===== src/design/gled_pkg.sv =====
// ----------------------------------------------------------------------------
// gled_pkg
// Shared constants and types of the grid local extrema detector.
// ----------------------------------------------------------------------------
package gled_pkg;

	localparam int MAX_DIM_DEFAULT    = 64;
	localparam int VALUE_BITS_DEFAULT = 8;
	localparam int CFG_BITS           = 7;
	localparam int CFG_INDEX_BITS     = 1;
	localparam int RESET_DIM          = 20;
	localparam int MAX_RESULTS        = 4;

	typedef enum logic [CFG_INDEX_BITS-1:0] {
		REG_GRID_ROWS = 1'b0,
		REG_GRID_COLS = 1'b1
	} cfg_reg_t;

	typedef enum logic [1:0] {
		REGION_CORNER   = 2'd0,
		REGION_EDGE     = 2'd1,
		REGION_INTERIOR = 2'd2
	} region_t;

	typedef struct packed {
		logic    is_min;
		logic    is_max;
		region_t region;
	} cell_flags_t;

endpackage


===== src/design/gled_line_store.sv =====
// ----------------------------------------------------------------------------
// gled_line_store
// Two line memories holding the two rows above the current one.
// ----------------------------------------------------------------------------
module gled_line_store #(
	parameter int MAX_DIM    = gled_pkg::MAX_DIM_DEFAULT,
	parameter int VALUE_BITS = gled_pkg::VALUE_BITS_DEFAULT
) (
	input  logic                         clk,
	input  logic                         rd_en,
	input  logic [$clog2(MAX_DIM)-1:0]   rd_addr,
	input  logic                         wr_en,
	input  logic [$clog2(MAX_DIM)-1:0]   wr_addr,
	input  logic [VALUE_BITS-1:0]        wr_value,
	output logic [VALUE_BITS-1:0]        older_rd,
	output logic [VALUE_BITS-1:0]        recent_rd
);

	logic [VALUE_BITS-1:0] older_mem  [MAX_DIM];
	logic [VALUE_BITS-1:0] recent_mem [MAX_DIM];

	// Read on transfer; the write of the same item follows once it leaves
	// stage one, so the read data still holds the old recent row for older.
	always_ff @(posedge clk) begin
		if (rd_en) begin
			older_rd  <= older_mem[rd_addr];
			recent_rd <= recent_mem[rd_addr];
		end
		if (wr_en) begin
			older_mem[wr_addr]  <= recent_rd;
			recent_mem[wr_addr] <= wr_value;
		end
	end

endmodule


===== src/design/gled_window_judge.sv =====
// ----------------------------------------------------------------------------
// gled_window_judge
// 3x3 window registers and the neighbour compares for up to four cells.
// ----------------------------------------------------------------------------
module gled_window_judge #(
	parameter int MAX_DIM    = gled_pkg::MAX_DIM_DEFAULT,
	parameter int VALUE_BITS = gled_pkg::VALUE_BITS_DEFAULT,
	localparam int PW        = $clog2(MAX_DIM)
) (
	input  logic                                      clk,
	input  logic                                      shift,
	input  logic [VALUE_BITS-1:0]                     older_col,
	input  logic [VALUE_BITS-1:0]                     recent_col,
	input  logic [VALUE_BITS-1:0]                     new_col,
	input  logic [PW-1:0]                             row_s1,
	input  logic [PW-1:0]                             col_s1,
	input  logic [PW-1:0]                             last_row,
	input  logic [PW-1:0]                             last_col,
	output logic [gled_pkg::MAX_RESULTS-1:0]          res_valid,
	output logic [gled_pkg::MAX_RESULTS-1:0][PW-1:0]  res_row,
	output logic [gled_pkg::MAX_RESULTS-1:0][PW-1:0]  res_col,
	output logic [gled_pkg::MAX_RESULTS-1:0][VALUE_BITS-1:0] res_value,
	output gled_pkg::cell_flags_t [gled_pkg::MAX_RESULTS-1:0] res_flags
);

	logic [8:0][VALUE_BITS-1:0] win_q;
	logic [8:0][VALUE_BITS-1:0] win_d;
	logic [PW-1:0]              row_m1;
	logic [PW-1:0]              col_m1;

	function automatic gled_pkg::cell_flags_t judge_cell(
		input logic [8:0][VALUE_BITS-1:0] w,
		input int                         wr,
		input int                         wc,
		input logic                       top_ok,
		input logic                       bot_ok,
		input logic                       left_ok,
		input logic                       right_ok
	);
		gled_pkg::cell_flags_t f;
		logic [VALUE_BITS-1:0] ctr;
		logic                  row_ok;
		logic                  col_ok;
		logic                  rb;
		logic                  cb;
		int                    ar;
		int                    ac;
		ctr      = w[wr*3+wc];
		f.is_min = 1'b1;
		f.is_max = 1'b1;
		for (int dr = -1; dr <= 1; dr++) begin
			for (int dc = -1; dc <= 1; dc++) begin
				ar     = wr + dr;
				ac     = wc + dc;
				row_ok = (dr < 0) ? top_ok : ((dr > 0) ? bot_ok : 1'b1);
				col_ok = (dc < 0) ? left_ok : ((dc > 0) ? right_ok : 1'b1);
				if (!(dr == 0 && dc == 0) && row_ok && col_ok &&
				    ar >= 0 && ar <= 2 && ac >= 0 && ac <= 2) begin
					if (w[ar*3+ac] < ctr) f.is_min = 1'b0;
					if (w[ar*3+ac] > ctr) f.is_max = 1'b0;
				end
			end
		end
		rb = !top_ok || !bot_ok;
		cb = !left_ok || !right_ok;
		if (rb && cb)      f.region = gled_pkg::REGION_CORNER;
		else if (rb || cb) f.region = gled_pkg::REGION_EDGE;
		else               f.region = gled_pkg::REGION_INTERIOR;
		return f;
	endfunction

	// Window after this item's shift: drop the left column, append the new one.
	always_comb begin
		for (int i = 0; i < 3; i++) begin
			win_d[i*3+0] = win_q[i*3+1];
			win_d[i*3+1] = win_q[i*3+2];
		end
		win_d[2] = older_col;
		win_d[5] = recent_col;
		win_d[8] = new_col;
	end

	always_ff @(posedge clk) begin
		if (shift) begin
			win_q <= win_d;
		end
	end

	assign row_m1 = row_s1 - PW'(1);
	assign col_m1 = col_s1 - PW'(1);

	always_comb begin
		res_valid[0] = (row_s1 != '0) && (col_s1 != '0);
		res_valid[1] = (row_s1 != '0) && (col_s1 == last_col);
		res_valid[2] = (row_s1 == last_row) && (col_s1 != '0);
		res_valid[3] = (row_s1 == last_row) && (col_s1 == last_col);

		res_row[0] = row_m1;  res_col[0] = col_m1;  res_value[0] = win_d[4];
		res_row[1] = row_m1;  res_col[1] = col_s1;  res_value[1] = win_d[5];
		res_row[2] = row_s1;  res_col[2] = col_m1;  res_value[2] = win_d[7];
		res_row[3] = row_s1;  res_col[3] = col_s1;  res_value[3] = win_d[8];

		res_flags[0] = judge_cell(win_d, 1, 1, row_m1 != '0, row_m1 != last_row,
		                          col_m1 != '0, col_m1 != last_col);
		res_flags[1] = judge_cell(win_d, 1, 2, row_m1 != '0, row_m1 != last_row,
		                          col_s1 != '0, col_s1 != last_col);
		res_flags[2] = judge_cell(win_d, 2, 1, row_s1 != '0, row_s1 != last_row,
		                          col_m1 != '0, col_m1 != last_col);
		res_flags[3] = judge_cell(win_d, 2, 2, row_s1 != '0, row_s1 != last_row,
		                          col_s1 != '0, col_s1 != last_col);
	end

endmodule


===== src/design/gled_result_queue.sv =====
// ----------------------------------------------------------------------------
// gled_result_queue
// Packs the results of one item into a small queue and hands them out in order.
// ----------------------------------------------------------------------------
module gled_result_queue #(
	parameter int MAX_DIM    = gled_pkg::MAX_DIM_DEFAULT,
	parameter int VALUE_BITS = gled_pkg::VALUE_BITS_DEFAULT,
	localparam int PW        = $clog2(MAX_DIM)
) (
	input  logic                                      clk,
	input  logic                                      arst_n,
	input  logic                                      load,
	input  logic [gled_pkg::MAX_RESULTS-1:0]          res_valid,
	input  logic [gled_pkg::MAX_RESULTS-1:0][PW-1:0]  res_row,
	input  logic [gled_pkg::MAX_RESULTS-1:0][PW-1:0]  res_col,
	input  logic [gled_pkg::MAX_RESULTS-1:0][VALUE_BITS-1:0] res_value,
	input  gled_pkg::cell_flags_t [gled_pkg::MAX_RESULTS-1:0] res_flags,
	output logic                                      free,
	output logic                                      out_valid,
	input  logic                                      out_ready,
	output logic [PW-1:0]                             cell_row,
	output logic [PW-1:0]                             cell_col,
	output logic [VALUE_BITS-1:0]                     center_value,
	output logic                                      is_minimum,
	output logic                                      is_maximum,
	output logic [1:0]                                region,
	output logic                                      last_of_run
);

	localparam int NR = gled_pkg::MAX_RESULTS;

	logic [2:0]                                cnt_q, cnt_d;
	logic [NR-1:0][PW-1:0]                     row_q, row_d;
	logic [NR-1:0][PW-1:0]                     col_q, col_d;
	logic [NR-1:0][VALUE_BITS-1:0]             value_q, value_d;
	gled_pkg::cell_flags_t [NR-1:0]            flags_q, flags_d;
	logic                                      out_fire;

	assign out_valid = (cnt_q != 3'd0);
	assign out_fire  = out_valid && out_ready;
	assign free      = (cnt_q == 3'd0) || ((cnt_q == 3'd1) && out_ready);

	assign cell_row     = row_q[0];
	assign cell_col     = col_q[0];
	assign center_value = value_q[0];
	assign is_minimum   = flags_q[0].is_min;
	assign is_maximum   = flags_q[0].is_max;
	assign region       = flags_q[0].region;
	assign last_of_run  = (cnt_q == 3'd1);

	always_comb begin
		logic [2:0] n;
		cnt_d   = cnt_q;
		row_d   = row_q;
		col_d   = col_q;
		value_d = value_q;
		flags_d = flags_q;
		n       = 3'd0;
		// advance the queue head on each transfer
		if (out_fire) begin
			for (int i = 0; i < NR - 1; i++) begin
				row_d[i]   = row_q[i+1];
				col_d[i]   = col_q[i+1];
				value_d[i] = value_q[i+1];
				flags_d[i] = flags_q[i+1];
			end
			cnt_d = cnt_q - 3'd1;
		end
		// pack the valid results of a new item in their fixed order
		if (load) begin
			for (int i = 0; i < NR; i++) begin
				if (res_valid[i]) begin
					row_d[n[1:0]]   = res_row[i];
					col_d[n[1:0]]   = res_col[i];
					value_d[n[1:0]] = res_value[i];
					flags_d[n[1:0]] = res_flags[i];
					n = n + 3'd1;
				end
			end
			cnt_d = n;
		end
	end

	always_ff @(posedge clk or negedge arst_n) begin
		if (!arst_n) begin
			cnt_q <= 3'd0;
		end else begin
			cnt_q <= cnt_d;
		end
	end

	always_ff @(posedge clk) begin
		row_q   <= row_d;
		col_q   <= col_d;
		value_q <= value_d;
		flags_q <= flags_d;
	end

	a_load_when_free: assert property (@(posedge clk) disable iff (!arst_n)
		load |-> (cnt_q == 3'd0) || ((cnt_q == 3'd1) && out_ready))
		else $error("result queue loaded while still holding results");

	a_count_bound: assert property (@(posedge clk) disable iff (!arst_n)
		cnt_q <= 3'(NR))
		else $error("result queue count above its depth");

	a_hold_while_waiting: assert property (@(posedge clk) disable iff (!arst_n)
		out_valid && !out_ready |=> out_valid && $stable(row_q[0]) &&
			$stable(col_q[0]) && $stable(value_q[0]) && $stable(flags_q[0]))
		else $error("waiting result changed before its transfer");

endmodule


===== src/design/grid_local_extrema_detector.sv =====
// ----------------------------------------------------------------------------
// grid_local_extrema_detector
// Streams a grid in raster order and flags each cell as 3x3 local min/max.
// ----------------------------------------------------------------------------
// Flow: an item is registered in stage one, then, once the result queue is free,
//   its results are loaded into the queue, which offers them. Results concern the
//   cell one row and one cell behind it; row ends and the last row add nearer cells.
// Throughput: one item per cycle while the result queue is free; an item with
//   several results (row ends and the last row) holds the input while the
//   single-result output port of the result queue hands them out.
// Reset: counters at row 0 column 0, grid 20 x 20; line memories not cleared.
// ----------------------------------------------------------------------------
module grid_local_extrema_detector #(
	parameter int MAX_DIM    = gled_pkg::MAX_DIM_DEFAULT,
	parameter int VALUE_BITS = gled_pkg::VALUE_BITS_DEFAULT,
	localparam int PW        = $clog2(MAX_DIM)
) (
	input  logic                                clk,
	input  logic                                arst_n,
	// configuration write port
	input  logic                                cfg_we,
	input  logic [gled_pkg::CFG_INDEX_BITS-1:0] cfg_index,
	input  logic [gled_pkg::CFG_BITS-1:0]       cfg_data,
	// input channel
	input  logic                                in_valid,
	output logic                                in_ready,
	input  logic [VALUE_BITS-1:0]               cell_value,
	// result channel
	output logic                                out_valid,
	input  logic                                out_ready,
	output logic [PW-1:0]                       cell_row,
	output logic [PW-1:0]                       cell_col,
	output logic [VALUE_BITS-1:0]               center_value,
	output logic                                is_minimum,
	output logic                                is_maximum,
	output logic [1:0]                          region,
	output logic                                last_of_run
);

	localparam int DW   = $clog2(MAX_DIM + 1);
	localparam int CMPW = (gled_pkg::CFG_BITS > DW) ? gled_pkg::CFG_BITS : DW;
	localparam int RESET_LAST =
		((gled_pkg::RESET_DIM > MAX_DIM) ? MAX_DIM : gled_pkg::RESET_DIM) - 1;

	localparam int NR = gled_pkg::MAX_RESULTS;

	// Grid size is kept as the index of the last row and column, clamped to
	// the range 2..MAX_DIM when written.
	logic [PW-1:0] last_row_q;
	logic [PW-1:0] last_col_q;
	logic [PW-1:0] row_q;
	logic [PW-1:0] col_q;

	// position of the item on the input side, after the out-of-grid fix
	logic          out_of_grid;
	logic [PW-1:0] row_in;
	logic [PW-1:0] col_in;
	logic          in_fire;

	// stage one: line memory read data arrives here
	logic                  s1_valid_q;
	logic [VALUE_BITS-1:0] value_s1;
	logic [PW-1:0]         row_s1;
	logic [PW-1:0]         col_s1;
	logic                  s1_go;

	logic [VALUE_BITS-1:0] older_rd;
	logic [VALUE_BITS-1:0] recent_rd;

	logic [NR-1:0]                  res_valid;
	logic [NR-1:0][PW-1:0]          res_row;
	logic [NR-1:0][PW-1:0]          res_col;
	logic [NR-1:0][VALUE_BITS-1:0]  res_value;
	gled_pkg::cell_flags_t [NR-1:0] res_flags;
	logic                           q_free;

	function automatic logic [PW-1:0] last_index(input logic [gled_pkg::CFG_BITS-1:0] v);
		logic [CMPW-1:0] wv;
		wv = CMPW'(v);
		if (wv < CMPW'(2))            return PW'(1);
		else if (wv > CMPW'(MAX_DIM)) return PW'(MAX_DIM - 1);
		else                          return PW'(wv - CMPW'(1));
	endfunction

	assign out_of_grid = (row_q > last_row_q) || (col_q > last_col_q);
	assign row_in      = out_of_grid ? '0 : row_q;
	assign col_in      = out_of_grid ? '0 : col_q;

	// Stage one leaves once the queue can take its results; an item with no
	// result still leaves, to write the lines and shift the window.
	assign s1_go    = s1_valid_q && q_free;
	assign in_ready = !s1_valid_q || s1_go;
	assign in_fire  = in_valid && in_ready;

	// Counters and configuration. A write to either size register restarts
	// the frame, even when the value is unchanged.
	always_ff @(posedge clk or negedge arst_n) begin
		if (!arst_n) begin
			last_row_q <= PW'(RESET_LAST);
			last_col_q <= PW'(RESET_LAST);
			row_q      <= '0;
			col_q      <= '0;
		end else begin
			if (in_fire) begin
				if (col_in == last_col_q) begin
					col_q <= '0;
					row_q <= (row_in == last_row_q) ? '0 : row_in + PW'(1);
				end else begin
					col_q <= col_in + PW'(1);
					row_q <= row_in;
				end
			end
			if (cfg_we) begin
				case (cfg_index)
					gled_pkg::REG_GRID_ROWS: begin
						last_row_q <= last_index(cfg_data);
						row_q      <= '0;
						col_q      <= '0;
					end
					gled_pkg::REG_GRID_COLS: begin
						last_col_q <= last_index(cfg_data);
						row_q      <= '0;
						col_q      <= '0;
					end
					default: begin
					end
				endcase
			end
		end
	end

	// Stage one valid: set on transfer, drop when the item moves on.
	always_ff @(posedge clk or negedge arst_n) begin
		if (!arst_n) begin
			s1_valid_q <= 1'b0;
		end else if (in_fire) begin
			s1_valid_q <= 1'b1;
		end else if (s1_go) begin
			s1_valid_q <= 1'b0;
		end
	end

	always_ff @(posedge clk) begin
		if (in_fire) begin
			value_s1 <= cell_value;
			row_s1   <= row_in;
			col_s1   <= col_in;
		end
	end

	// Line memories: read at the transfer, write back when stage one leaves.
	// Consecutive items of one frame sit in different columns (a grid is at least
	// two wide), so there a read never meets a pending write to the same entry.
	gled_line_store #(
		.MAX_DIM    (MAX_DIM),
		.VALUE_BITS (VALUE_BITS)
	) u_line_store (
		.clk       (clk),
		.rd_en     (in_fire),
		.rd_addr   (col_in),
		.wr_en     (s1_go),
		.wr_addr   (col_s1),
		.wr_value  (value_s1),
		.older_rd  (older_rd),
		.recent_rd (recent_rd)
	);

	// Window shift and the compares for the four cells this item may finish.
	gled_window_judge #(
		.MAX_DIM    (MAX_DIM),
		.VALUE_BITS (VALUE_BITS)
	) u_window_judge (
		.clk        (clk),
		.shift      (s1_go),
		.older_col  (older_rd),
		.recent_col (recent_rd),
		.new_col    (value_s1),
		.row_s1     (row_s1),
		.col_s1     (col_s1),
		.last_row   (last_row_q),
		.last_col   (last_col_q),
		.res_valid  (res_valid),
		.res_row    (res_row),
		.res_col    (res_col),
		.res_value  (res_value),
		.res_flags  (res_flags)
	);

	// Result queue: holds the results of one item and drives the outputs.
	gled_result_queue #(
		.MAX_DIM    (MAX_DIM),
		.VALUE_BITS (VALUE_BITS)
	) u_result_queue (
		.clk          (clk),
		.arst_n       (arst_n),
		.load         (s1_go),
		.res_valid    (res_valid),
		.res_row      (res_row),
		.res_col      (res_col),
		.res_value    (res_value),
		.res_flags    (res_flags),
		.free         (q_free),
		.out_valid    (out_valid),
		.out_ready    (out_ready),
		.cell_row     (cell_row),
		.cell_col     (cell_col),
		.center_value (center_value),
		.is_minimum   (is_minimum),
		.is_maximum   (is_maximum),
		.region       (region),
		.last_of_run  (last_of_run)
	);

	a_counters_in_grid: assert property (@(posedge clk) disable iff (!arst_n)
		(row_q <= last_row_q) && (col_q <= last_col_q))
		else $error("raster counters outside the grid");

	a_fire_fills_s1: assert property (@(posedge clk) disable iff (!arst_n)
		in_fire |=> s1_valid_q)
		else $error("transferred item did not reach stage one");

	a_s1_holds: assert property (@(posedge clk) disable iff (!arst_n)
		s1_valid_q && !q_free |=> s1_valid_q && $stable(col_s1) && $stable(row_s1))
		else $error("stage one item lost while the queue was busy");

endmodule

===== config.mk =====
export PLATFORM = sky130hd
export DESIGN_NAME = grid_local_extrema_detector
export DESIGN_NICKNAME = d
export VERILOG_FILES = /design/src/design/gled_pkg.sv /design/src/design/gled_line_store.sv /design/src/design/gled_window_judge.sv /design/src/design/gled_result_queue.sv /design/src/design/grid_local_extrema_detector.sv
export SDC_FILE = /design/constraint.sdc
export NUM_CORES = 2
export LEC_CHECK = 0
export BUFFER_PORTS_ARGS = -buffer_cell sky130_fd_sc_hd__clkbuf_2
export CAP_MARGIN = 20
export CORE_MARGIN = 2
export CORE_UTILIZATION = 60
export CTS_BUF_LIST = sky130_fd_sc_hd__clkbuf_8 sky130_fd_sc_hd__clkbuf_16
export CTS_CLUSTER_SIZE = 25
export DETAILED_ROUTE_END_ITERATION = 10
export PLACE_DENSITY = 0.76
export SLEW_MARGIN = 10
export SYNTH_ARGS = -nofsm -noshare
export SYNTH_HDL_FRONTEND = slang
export SYNTH_SLANG_ARGS = --single-unit
export TNS_END_PERCENT = 30

===== constraint.sdc =====
create_clock -name clk -period 7.19 [get_ports clk]
set_input_delay 1.438 -clock clk [delete_from_list [all_inputs] [get_ports clk]]
set_output_delay 1.438 -clock clk [all_outputs]
set_load 0.05 [all_outputs]

==> impl_metrics.py <==
metrics = {
    "status": {
        "status": "finished, final reports clean",
    },
    "synth": {
        "ys.warnings.count": 0,
        "async_reset_ff_share_pct": 2.27,
        "syn_area_per_cell_um2": 13.1,
        "netlist_instances": 4123,
        "yosys.area.top_type": "edfxtp_1",
        "synth_top_flop_cell": "edfxtp_1",
        "yosysSeqAreaShare_pct": 67.0,
        "ys_ff_latch": 1232,
        "netlist_area_mm2": 0.0540,
        "syn-num-nets": 4297,
        "ys_types": 93,
        "synth-edff-count": 1132,
        "synth_top_cell_area_share_pct": 63.0,
        "synthTopCellsByArea": "edfxtp_1, nand2_1, ha_1",
    },
    "route": {
        "drc_errors": 0,
        "firstDrtPassIters": 7,
        "vias_per_cell": 6.84,
        "via_count": 37300,
        "drt-initial-drc-count": 5467,
        "wl_um": 158000,
        "drt.antenna.violating_nets": 0,
        "wl_per_cell_um": 29.1,
    },
    "min_path": {
        "hold_depth": 0,
        "hold_class": "flip-flop to flip-flop",
    },
    "cts": {
        "post_cts_buffers": 0,
        "cts_resized": 0,
        "clock_latency_ps": 750,
        "clkSinkCount": 1232,
        "cts_buffers": 119,
        "cts_root_buffer": "clkbuf_16",
        "clkSlewWorstSetupHoldPaths_ps": 60,
        "htreeDepth": 3,
        "cts_tree": "done",
        "cts_buffer_depth": 3,
        "holdBufCountCts": 0,
    },
    "worst_setup_path": {
        "regToRegStartpoint": "col_s1[0]",
        "crit_type": "flip-flop to flip-flop",
        "worstPathArrival_ps": 6210,
        "worstSetupEndpointType": "flip-flop",
        "crit_path_max_incr_delay_ps": 770,
        "regToRegSetupSlack_ps": 1520,
        "ff2ff_path_depth": 16,
        "crit_chain": "inv_1 > ha_1 > or3b_1 > nand2_2 > inv_1 > ha_1 > nor2_1 > nor2_1 > inv_1 > ha_1 > nand2_1 > nand2_1 > a221oi_1 > o22ai_1 > o221ai_1 > o21ai_0",
        "startpoint": "col_s1[0]",
        "cp_slowest_cell": "nand2_1",
        "critical-path-top-delay-family": "simple AND/OR/NAND/NOR gates",
        "path_buf_inv": 3,
        "r2r-end": "u_result_queue.center_value[6]",
        "cp.required_ps": 7730,
        "endpoint": "u_result_queue.center_value[6]",
        "cp_max_fo": 25,
        "worstSetupPathDepth": 16,
        "start_kind": "flip-flop",
    },
    "global_route": {
        "grt_pass1_vias": 35500,
        "grt_max_degree": 71,
        "antenna_found_initial": 4,
        "grt.overflow.total": 0,
        "track_usage_pct": 33.8,
        "grt_pass1_wl_um": 232000,
    },
    "pwr": {
        "vdd_drop_max_uv": 266,
        "total_power_mw": 21.1,
        "p_leak_nw": 20.4,
        "p_per_area_mw_per_mm2": 355,
    },
    "finish": {
        "drive_above_1_share_pct": 11.8,
        "nets": 4341,
        "synthToLayoutAreaGrowth_pct": 10.2,
        "fin_util_pct": 66.4,
    },
    "timing": {
        "fmaxAchievable_mhz": 176,
        "setup_viol": 0,
        "slew_violations": 0,
        "max-slew-margin-rel_pct": 17.4,
        "rsz0062_at_grt": "false",
        "whs_ps": 474,
        "finalHoldViolations": 0,
        "period_needed_ps": 5670,
        "finalCritPeriodShare_pct": 78.9,
        "finalClockSkew_ps": 49.4,
        "setup_ws_ps": 1520,
        "tightestPinTransition_ps": 1230,
        "finalSetupTns_ps": 0,
    },
    "place": {
        "io_buffer_count": 47,
        "dp_hpwl_um": 99500,
        "gp_congestion": 0.956,
        "preCtsSetupSlack_ps": 1830,
    },
    "floorplan": {
        "io_pins": 48,
        "coreArea_mm2": 0.0896,
        "die_y_um": 304,
        "die-area_mm2": 0.0924,
        "die_w_um": 304,
        "initial_utilization_pct": 60.2,
        "rows": 110,
    },
    "flow_run": {
        "maxCapViolations": 0,
    },
}
-- metal layers --
| metal | wire length (um) | GRT usage, % |
|---|---|---|
| met3 | 19400 | 8.18 |
| met1 | 58200 | 45.3 |
| met2 | 70900 | 51.7 |
| met5 | 56 | 0 |
| met4 | 9600 | 17.6 |
-- layout make-up --
class | instances | area (um^2)
well taps | 1176 | 1470
flip-flops and latches | 1232 | 36100
clock buffers | 121 | 3020
diodes | 1 | 2.50
clock inverters | 100 | 763
multi-input cells | 2544 | 16500
repair buffers | 190 | 1330
inverters | 80 | 308
fillers | 6269 | 30100
-- cells in the final DEF, fill, tap and decap left out, types with 19 or more instances in the layout --
cell       count
a32oi_1       55
a22oi_1       19
clkbuf_16    120
a21o_1        28
a221oi_1      29
o21ai_0      164
o21a_1        20
a21oi_1      227
mux2i_1      150
edfxtp_1    1132
xnor2_1       24
inv_1         93
o21bai_1      23
dfrtp_1       20
o31ai_1       20
nor2b_1       25
o221ai_1     109
clkbuf_2      48
nand4_1       50
nor2_1       263
mux2_2        75
o22ai_1       93
or3_1         24
o211ai_1      45
ha_1         153
clkinv_1      36
dfxtp_1       72
nor3_1        39
clkinv_2      24
nand3_1       88
buf_4        138
a31oi_1       61
nand2_1      534
-- flip-flops by register name, indices dropped and copies added (netlist names), 12 cells and up --
signal,cells
u_line_store.older_mem,512
u_result_queue.row_q,18
u_result_queue.value_q,24
u_line_store.recent_mem,512
u_result_queue.flags_q,12
u_window_judge.res_value,16
u_result_queue.col_q,18
u_window_judge.win_d,32
-- per-stage QoR --
stage | area [um^2] | instances
4_1_cts | 59500 | 5439
5_1_grt | 59500 | 5443
6_report | 59500 | 5444
3_3_place_gp | 55700 | 5217
3_5_place_dp | 55700 | 5218
2_1_floorplan | 54000 | 4123
-- how the worst min path moves through the flow --
stage,startpoint,to,slack [ps]
final,u_window_judge.win_d[8],u_window_judge.win_d[0],470
after floorplan,u_window_judge.win_d[8],u_window_judge.win_d[0],430
after global routing,u_window_judge.win_d[8],u_window_judge.win_d[0],490
after global placement,u_result_queue.row_q[12],u_result_queue.row_q[12],460
after detailed placement,u_window_judge.win_d[8],u_window_judge.win_d[0],460
after CTS,u_window_judge.win_d[8],u_window_judge.win_d[0],470
-- cells by family (layout without fill, tap and decap cells) --
group,after synthesis,after routing,synth area share [%]
simple gates,1118,1118,9.04
compound gates,1012,1012,12.8
buf+inv,347,491,2.72
other cells,0,1,0
flops,1232,1232,67.0
xor+xnor,36,36,0.610
fa+ha+maj,153,153,3.55
mux,225,225,4.35
-- cells in the mapped netlist, types with 55 or more instances --
library cell and instances:
a21oi_1 228, clkbuf_1 160, o21ai_0 164, a31oi_1 61
nand2_1 536, inv_1 75, a32oi_1 55, nor2_1 272
dfxtp_1 72, nand3_1 91, ha_1 153, o221ai_1 109
edfxtp_1 1132, mux2i_1 150, mux2_2 75, o22ai_1 93
-- power breakdown --
| part | total, mW | switching [mW] | internal (mW) |
|---|---|---|---|
| sequential | 9.52 | 0.573 | 8.94 |
| clock | 6.06 | 2.70 | 3.36 |
| combinational | 5.53 | 3.88 | 1.65 |
(Power assumes the default switching activity.)
